## config.mk

```make
export PLATFORM = sky130hd
export DESIGN_NAME = date_age_calculator_top
export DESIGN_NICKNAME = d
export VERILOG_FILES = /design/src/design/dac_pkg.sv /design/src/design/date_age_calculator_top.sv
export VERILOG_INCLUDE_DIRS = /design/src /design/src/design
export SDC_FILE = /design/constraint.sdc
export NUM_CORES = 2
export LEC_CHECK = 0
export ABC_AREA = 1
export BUFFER_PORTS_ARGS = -buffer_cell sky130_fd_sc_hd__buf_2
export CORE_ASPECT_RATIO = 1.25
export CORE_MARGIN = 2
export CORE_UTILIZATION = 35
export CTS_BUF_LIST = sky130_fd_sc_hd__clkbuf_4
export DETAILED_ROUTE_END_ITERATION = 10
export HOLD_SLACK_MARGIN = 0.06
export SLEW_MARGIN = 10
export SYNTH_ARGS = -nofsm -noshare
export SYNTH_HDL_FRONTEND = slang
export SYNTH_SLANG_ARGS = --single-unit
```

## constraint.sdc

```tcl
create_clock -name clk -period 18.8 [get_ports clk]
set_input_delay 0.94 -clock clk [delete_from_list [all_inputs] [get_ports clk]]
set_output_delay 0.94 -clock clk [all_outputs]
set_load 0.02 [all_outputs]
```

## src/design/date_age_calculator_top_assert.svh

```systemverilog
// ----------------------------------------------------------------------------
// Assertion macros for the date age calculator
// Short forms for the concurrent checks placed at the end of the top level.
// ----------------------------------------------------------------------------
`ifndef DATE_AGE_CALCULATOR_TOP_ASSERT_SVH
`define DATE_AGE_CALCULATOR_TOP_ASSERT_SVH

// antecedent and consequent in the same cycle
`define DAC_ASSERT_SAME(lbl, ante, cons, msg) \
	lbl: assert property (@(posedge clk) disable iff (!arst_n) (ante) |-> (cons)) \
		else $error(msg);

// consequent in the cycle after the antecedent
`define DAC_ASSERT_NEXT(lbl, ante, cons, msg) \
	lbl: assert property (@(posedge clk) disable iff (!arst_n) (ante) |=> (cons)) \
		else $error(msg);

`endif

```

## src/design/dac_pkg.sv

```systemverilog
// ----------------------------------------------------------------------------
// dac_pkg
// Types, status codes and calendar helpers for the date age calculator.
// ----------------------------------------------------------------------------
package dac_pkg;

	typedef enum logic [1:0] {
		STATUS_OK      = 2'd0,
		STATUS_INVALID = 2'd1,
		STATUS_ORDER   = 2'd2
	} status_t;

	typedef struct packed {
		logic [11:0] start_year;
		logic [3:0]  start_month;
		logic [5:0]  start_day;
		logic [11:0] end_year;
		logic [3:0]  end_month;
		logic [5:0]  end_day;
	} req_t;

	typedef struct packed {
		status_t     status;
		logic [13:0] age_months;
		logic [15:0] age_weeks;
		logic [18:0] age_days;
	} rsp_t;

	localparam int unsigned YEAR_MIN = 1900;
	localparam int unsigned YEAR_MAX = 3000;
	localparam int unsigned DAYS_PER_YEAR = 365;

	// x / 100 = (x * 5243) >> 19, exact for 12-bit x
	localparam int unsigned DIV100_MUL   = 5243;
	localparam int unsigned DIV100_SHIFT = 19;
	// x / 30 = (x * 559241) >> 24, exact for 20-bit x
	localparam int unsigned DIV30_MUL    = 559241;
	localparam int unsigned DIV30_SHIFT  = 24;
	// x / 7 = (x * 599187) >> 22, exact for x below 2^19 + 2^18
	localparam int unsigned DIV7_MUL     = 599187;
	localparam int unsigned DIV7_SHIFT   = 22;

	function automatic logic [5:0] div100(input logic [11:0] v);
		logic [24:0] prod;
		prod = 25'(v) * 25'(DIV100_MUL);
		return prod[DIV100_SHIFT +: 6];
	endfunction

	function automatic logic [4:0] month_len(input logic [3:0] m, input logic leap);
		logic [4:0] len;
		case (m)
			4'd2:                      len = leap ? 5'd29 : 5'd28;
			4'd4, 4'd6, 4'd9, 4'd11:   len = 5'd30;
			4'd1, 4'd3, 4'd5, 4'd7,
			4'd8, 4'd10, 4'd12:        len = 5'd31;
			default:                   len = 5'd0;
		endcase
		return len;
	endfunction

	// days in the year before the first of month m (non-leap)
	function automatic logic [8:0] month_before(input logic [3:0] m);
		logic [8:0] n;
		case (m)
			4'd1:    n = 9'd0;
			4'd2:    n = 9'd31;
			4'd3:    n = 9'd59;
			4'd4:    n = 9'd90;
			4'd5:    n = 9'd120;
			4'd6:    n = 9'd151;
			4'd7:    n = 9'd181;
			4'd8:    n = 9'd212;
			4'd9:    n = 9'd243;
			4'd10:   n = 9'd273;
			4'd11:   n = 9'd304;
			4'd12:   n = 9'd334;
			default: n = 9'd0;
		endcase
		return n;
	endfunction

endpackage

```

## src/design/date_age_calculator_top.sv

```systemverilog
// Four register stages lie between request accept and result valid.
// Throughput: one request per cycle; each of the four stages holds when the
// stage after it is full and not advancing, so a stalled result blocks nothing
// upstream until the pipeline is full.
// Reset: arst_n clears all stage valid bits at once; no result is pending after it.
// ----------------------------------------------------------------------------
// date_age_calculator_top
// Checks two Gregorian dates and returns the day difference with weeks and 30-day months rounded up.
// ----------------------------------------------------------------------------
`include "date_age_calculator_top_assert.svh"

module date_age_calculator_top (
	input  logic           clk,
	input  logic           arst_n,
	input  logic           req_valid,
	output logic           req_ready,
	input  dac_pkg::req_t  req,
	output logic           rsp_valid,
	input  logic           rsp_ready,
	output dac_pkg::rsp_t  rsp
);

	typedef struct packed {
		logic        year_ok;
		logic        month_ok;
		logic        leap;
		logic [3:0]  month;
		logic [5:0]  day;
		logic [11:0] prev_year;
		logic [5:0]  prev_cent;
	} date_dec_t;

	// stage enables, back to front
	logic en1, en2, en3, en4;
	logic v1_s1, v2_s2, v3_s3, v4_s4;

	date_dec_t        dec_c [2];
	date_dec_t        dec_s1 [2];
	logic             ok_c [2];
	logic [20:0]      dn_c [2];

	logic             ok_s2;
	logic [20:0]      a_s2, b_s2;

	dac_pkg::status_t status_c, status_s3;
	logic [18:0]      diff_c, diff_s3;

	logic [19:0]      num30_c, num7_c;
	logic [43:0]      prod30_c;
	logic [39:0]      prod7_c;
	dac_pkg::rsp_t    rsp_s4;

	assign en4       = !v4_s4 || rsp_ready;
	assign en3       = !v3_s3 || en4;
	assign en2       = !v2_s2 || en3;
	assign en1       = !v1_s1 || en2;
	assign req_ready = en1;
	assign rsp_valid = v4_s4;
	assign rsp       = rsp_s4;

	always_ff @(posedge clk or negedge arst_n) begin
		if (!arst_n) begin
			v1_s1 <= 1'b0;
			v2_s2 <= 1'b0;
			v3_s3 <= 1'b0;
			v4_s4 <= 1'b0;
		end else begin
			if (en1) v1_s1 <= req_valid;
			if (en2) v2_s2 <= v1_s1;
			if (en3) v3_s3 <= v2_s2;
			if (en4) v4_s4 <= v3_s3;
		end
	end

	// ---- stage 1: range checks, leap year, year split for the day count
	always_comb begin
		logic [11:0] y [2];
		logic [3:0]  m [2];
		logic [5:0]  d [2];
		logic [5:0]  cent;
		logic [11:0] rem100;
		y[0] = req.start_year;  m[0] = req.start_month;  d[0] = req.start_day;
		y[1] = req.end_year;    m[1] = req.end_month;    d[1] = req.end_day;
		for (int i = 0; i < 2; i++) begin
			cent   = dac_pkg::div100(y[i]);
			rem100 = y[i] - 12'(cent) * 12'd100;
			dec_c[i].year_ok   = y[i] inside {[dac_pkg::YEAR_MIN:dac_pkg::YEAR_MAX]};
			dec_c[i].month_ok  = m[i] inside {[4'd1:4'd12]};
			// divisible by 400 is a whole century whose count is a multiple of 4
			dec_c[i].leap      = (y[i][1:0] == 2'd0 && rem100 != 12'd0) ||
				(rem100 == 12'd0 && cent[1:0] == 2'd0);
			dec_c[i].month     = m[i];
			dec_c[i].day       = d[i];
			dec_c[i].prev_year = y[i] - 12'd1;
			dec_c[i].prev_cent = dac_pkg::div100(y[i] - 12'd1);
		end
	end

	always_ff @(posedge clk) begin
		if (en1 && req_valid) begin
			dec_s1 <= dec_c;
		end
	end

	// ---- stage 2: day check and day number
	always_comb begin
		logic [4:0] len;
		for (int i = 0; i < 2; i++) begin
			len      = dac_pkg::month_len(dec_s1[i].month, dec_s1[i].leap);
			ok_c[i]  = dec_s1[i].year_ok && dec_s1[i].month_ok &&
				dec_s1[i].day != 6'd0 && dec_s1[i].day <= 6'(len);
			dn_c[i]  = 21'(dec_s1[i].prev_year) * 21'(dac_pkg::DAYS_PER_YEAR)
				+ 21'(dec_s1[i].prev_year[11:2])
				- 21'(dec_s1[i].prev_cent)
				+ 21'(dec_s1[i].prev_cent[5:2])
				+ 21'(dac_pkg::month_before(dec_s1[i].month))
				+ 21'(dec_s1[i].month > 4'd2 && dec_s1[i].leap)
				+ 21'(dec_s1[i].day);
		end
	end

	always_ff @(posedge clk) begin
		if (en2 && v1_s1) begin
			ok_s2 <= ok_c[0] && ok_c[1];
			a_s2  <= dn_c[0];
			b_s2  <= dn_c[1];
		end
	end

	// ---- stage 3: ordering and difference
	always_comb begin
		status_c = dac_pkg::STATUS_OK;
		diff_c   = '0;
		if (!ok_s2) begin
			status_c = dac_pkg::STATUS_INVALID;
		end else if (b_s2 <= a_s2) begin
			status_c = dac_pkg::STATUS_ORDER;
		end else begin
			diff_c = 19'(b_s2 - a_s2);
		end
	end

	always_ff @(posedge clk) begin
		if (en3 && v2_s2) begin
			status_s3 <= status_c;
			diff_s3   <= diff_c;
		end
	end

	// ---- stage 4: ceiling divides by reciprocal multiply; zero diff gives zero
	assign num30_c  = 20'(diff_s3) + 20'd29;
	assign num7_c   = 20'(diff_s3) + 20'd6;
	assign prod30_c = 44'(num30_c) * 44'(dac_pkg::DIV30_MUL);
	assign prod7_c  = 40'(num7_c) * 40'(dac_pkg::DIV7_MUL);

	always_ff @(posedge clk) begin
		if (en4 && v3_s3) begin
			rsp_s4.status     <= status_s3;
			rsp_s4.age_months <= prod30_c[dac_pkg::DIV30_SHIFT +: 14];
			rsp_s4.age_weeks  <= prod7_c[dac_pkg::DIV7_SHIFT +: 16];
			rsp_s4.age_days   <= diff_s3;
		end
	end

	// ---- checks
	`DAC_ASSERT_SAME(a_zero_unless_ok, rsp_valid && rsp.status != dac_pkg::STATUS_OK, rsp.age_days == 19'd0 && rsp.age_weeks == 16'd0 && rsp.age_months == 14'd0, "nonzero age on failed request")
	`DAC_ASSERT_SAME(a_ok_positive, rsp_valid && rsp.status == dac_pkg::STATUS_OK, rsp.age_days != 19'd0 && rsp.age_weeks != 16'd0 && rsp.age_months != 14'd0, "ok result with zero age")
	`DAC_ASSERT_SAME(a_weeks_ge_months, rsp_valid && rsp.status == dac_pkg::STATUS_OK, 17'(rsp.age_weeks) >= 17'(rsp.age_months), "weeks below months")
	`DAC_ASSERT_NEXT(a_s3_holds, v3_s3 && !en4, v3_s3 && $stable(diff_s3) && $stable(status_s3), "stage 3 changed while stalled")

endmodule

```

==> key figures <==
Status
  – Status: complete, no violations

Floorplanning
  – Initial Util: 35.2%
  – Core area: 0.113 mm²
  – IO Pins: 101
  – Row Count: 138
  – Die Height: 381 µm
  – Die W: 306 µm
  – Full die area: 0.117 mm²

Global route
  – GRT Overall Usage: 16.4%
  – Gr ovfl total: 0
  – First-pass GRT wire length: 154000 µm
  – Antenna violations before repair: 3
  – Number of global-route vias before repair: 30.9k
  – Largest net degree at the start of global routing: 52

Placement
  – Number of port buffers: 100
  – Placement Setup Slack: 9.96 ns
  – Post-place instance area: 0.0422 mm²
  – Gpl congestion: 0.922
  – Hpwl dp: 84500 µm

STA
  – Fmax: 125 MHz
  – Max Slew Vio Count: 0
  – Period minus WS final: 8.02 ns
  – Final hold slack: 0.330 ns
  – Worst slew pin tran: 0.991 ns
  – Setup TNS: 0 ns
  – Final-report setup violation count: 0
  – Clock skew: 0.0426 ns
  – RSZ-0062 raised after global routing: false
  – Period utilization: 42.7%
  – Slew headroom: 33.7%
  – Worst Slack Setup Final: 10.78 ns
  – Final Hold Vio Count: 0

Run
  – Max-cap violation count: 0

Critical path
  – CP Class: input port to register
  – Endpoint type of the worst setup path: register
  – Slowest Stage Delay on Critical Path: 0.61 ns
  – R2R Setup Slk: 11.62 ns
  – Startpoint Class: input port
  – Worst EP required: 19.32 ns
  – Critical-path maximum fanout: 8
  – Most used cell, CP: ha_1
  – Capture point of the worst reg-to-reg path: rsp[29]$_DFFE_PP_
  – Critical Path AT: 8.54 ns
  – Critical-path top delay cell: fa_1
  – R2R cell count: 24
  – Reg2reg start: diff_s3[1]$_SDFFCE_PP0P_

Finish
  – Fin area: 0.0425 mm²
  – Share of post-route cells with drive strength above 1: 4.36%
  – Final nets: 6054
  – Area delta synth->final: 6.53%
  – Multi-input logic area: 0.0303 mm²
  – Sequential cell area: 0.00578 mm²
  – Fill cells: 11.6k

Synth
  – Library cells used by synthesis: 53
  – Flop and latch count out of synthesis: 199
  – Synthesized net count: 5937
  – Post-synth top flop: edfxtp_1
  – Syn Inst Count: 4529
  – Mapped Avg Cell Area: 8.80 µm²
  – Synth async-reset ratio: 2.01%
  – Leading area contributor after synthesis: ha_1
  – Register area share after synthesis: 14.5%
  – Most frequent cell after synthesis: inv_1
  – EDFF count, synth: 177
  – Post-synthesis cell area: 0.0399 mm²
  – Top cells by area, synth: ha_1 29%, fa_1 23%, edfxtp_1 13%
  – Top-area cell type share of the netlist area: 28.5%
  – Post-synth top cells: 995 x inv_1, 908 x ha_1, 690 x nand2_1
  – Yosys warns: 0

Detailed routing
  – DR WL/cell: 15.3 µm
  – 1st-pass router iterations: 5
  – Routed WL: 93700 µm
  – Post-route DRC: 0
  – DR vias/cell: 4.79
  – DR vias: 29.4k
  – ANT nets after route: 0
  – Initial drt markers: 1412

Clocking
  – Clk slew on worst S/H paths: 0.20 ns
  – Worst skew pair latency: 0.77 ns
  – Cts bufs inserted: 17
  – Htree depth: 4
  – Clock buffer depth: 2
  – Clock root cell: clkbuf_4
  – CTS tree: yes
  – Sink Count: 199
  – PostCTS Resize Cnt: 0
  – Cts hold-fix bufs: 1
  – Setup bufs post-CTS: 0

Worst hold path
  – Worst hold path type: input port to register
  – Hold wc startpoint: req[26]
  – Hold Path Stages: 1
  – Worst hold endpoint: dec_s1[53]$_DFFE_PP_
## layer usage
| layer | global-route usage (%) | vias to the layer above | routed length [µm] |
|---|---|---|---|
| met2 | 31.5 | 443 | 49600 |
| li1 | - | 14884 | - |
| met1 | 19.1 | 13924 | 39500 |
| met3 | 1.50 | 115 | 2150 |
| met5 | 0 | - | 13 |
| met4 | 4.69 | 2 | 2390 |
## through the flow
step                util (%)  cells
detailed placement      37.3   6096
finish                  37.5   6131
global route            37.5   6131
floorplan                  -   4529
CTS                     37.5   6129
global placement        37.3   6096
## kinds of logic (layout without fill, tap and decap cells)
kind of cell	after synthesis	in the layout	synth area share (%)
AND/OR/NAND/NOR	1272	1272	13.6
buffers and inverters	1011	1141	9.59
other	0	2	0
XOR/XNOR	160	160	3.52
flip-flops	199	199	14.5
adder cells (fa/ha/maj)	1360	1360	51.2
AO/OA/AOI/OAI	527	527	7.59
## placed cells by master, fill, tap and decap left out, drive strengths merged, types with 44 or more instances in the layout
master     n
xor2     116
a21o      44
xnor2     44
nand2    698
ha       908
nand4     47
buf      103
inv     1010
o21ai    154
a21oi    226
nor3      53
nand3    151
edfxtp   177
nor2     277
fa       452
## registers in the layout (all words and copies together), names as in the netlist, 2 cells and up, named ones only
name	count
a_s2	21
b_s2	21
dec_s1	62
diff_s3	19
rsp	51
status_s3	2
## worst max-delay path, delay by kind of cell
family          cells  cell delay (ns)
fa+ha+maj          11             4.54
xor+xnor            2             0.57
compound gates      5             0.76
simple gates       10             1.09
buf+inv             6             0.63
## worst max-delay path by stage
stage | endpoint | start | slack, ns
CTS | dec_s1[28]$_DFFE_PP_ | req[17] | 10.84
global route | dec_s1[28]$_DFFE_PP_ | req[16] | 10.22
finish | dec_s1[28]$_DFFE_PP_ | req[16] | 10.78
detailed placement | dec_s1[28]$_DFFE_PP_ | req[17] | 9.96
global placement | dec_s1[28]$_DFFE_PP_ | req[17] | 9.99
floorplan | dec_s1[28]$_DFFE_PP_ | req[16] | 11.01
## area by class of cell
| type | count | area share (%) |
|---|---|---|
| sequential | 199 | 13.6 |
| clock buffer | 19 | 0.336 |
| tap | 1470 | 4.33 |
| inverter | 1005 | 8.90 |
| antenna | 2 | 0.0118 |
| clock inverter | 13 | 0.289 |
| timing repair buffer | 104 | 1.26 |
| multi-input combinational | 3319 | 71.3 |
Power is left out: the tool's default activity adds up to more than one toggle a clock period on the data nets, which glitch-free logic cannot reach.
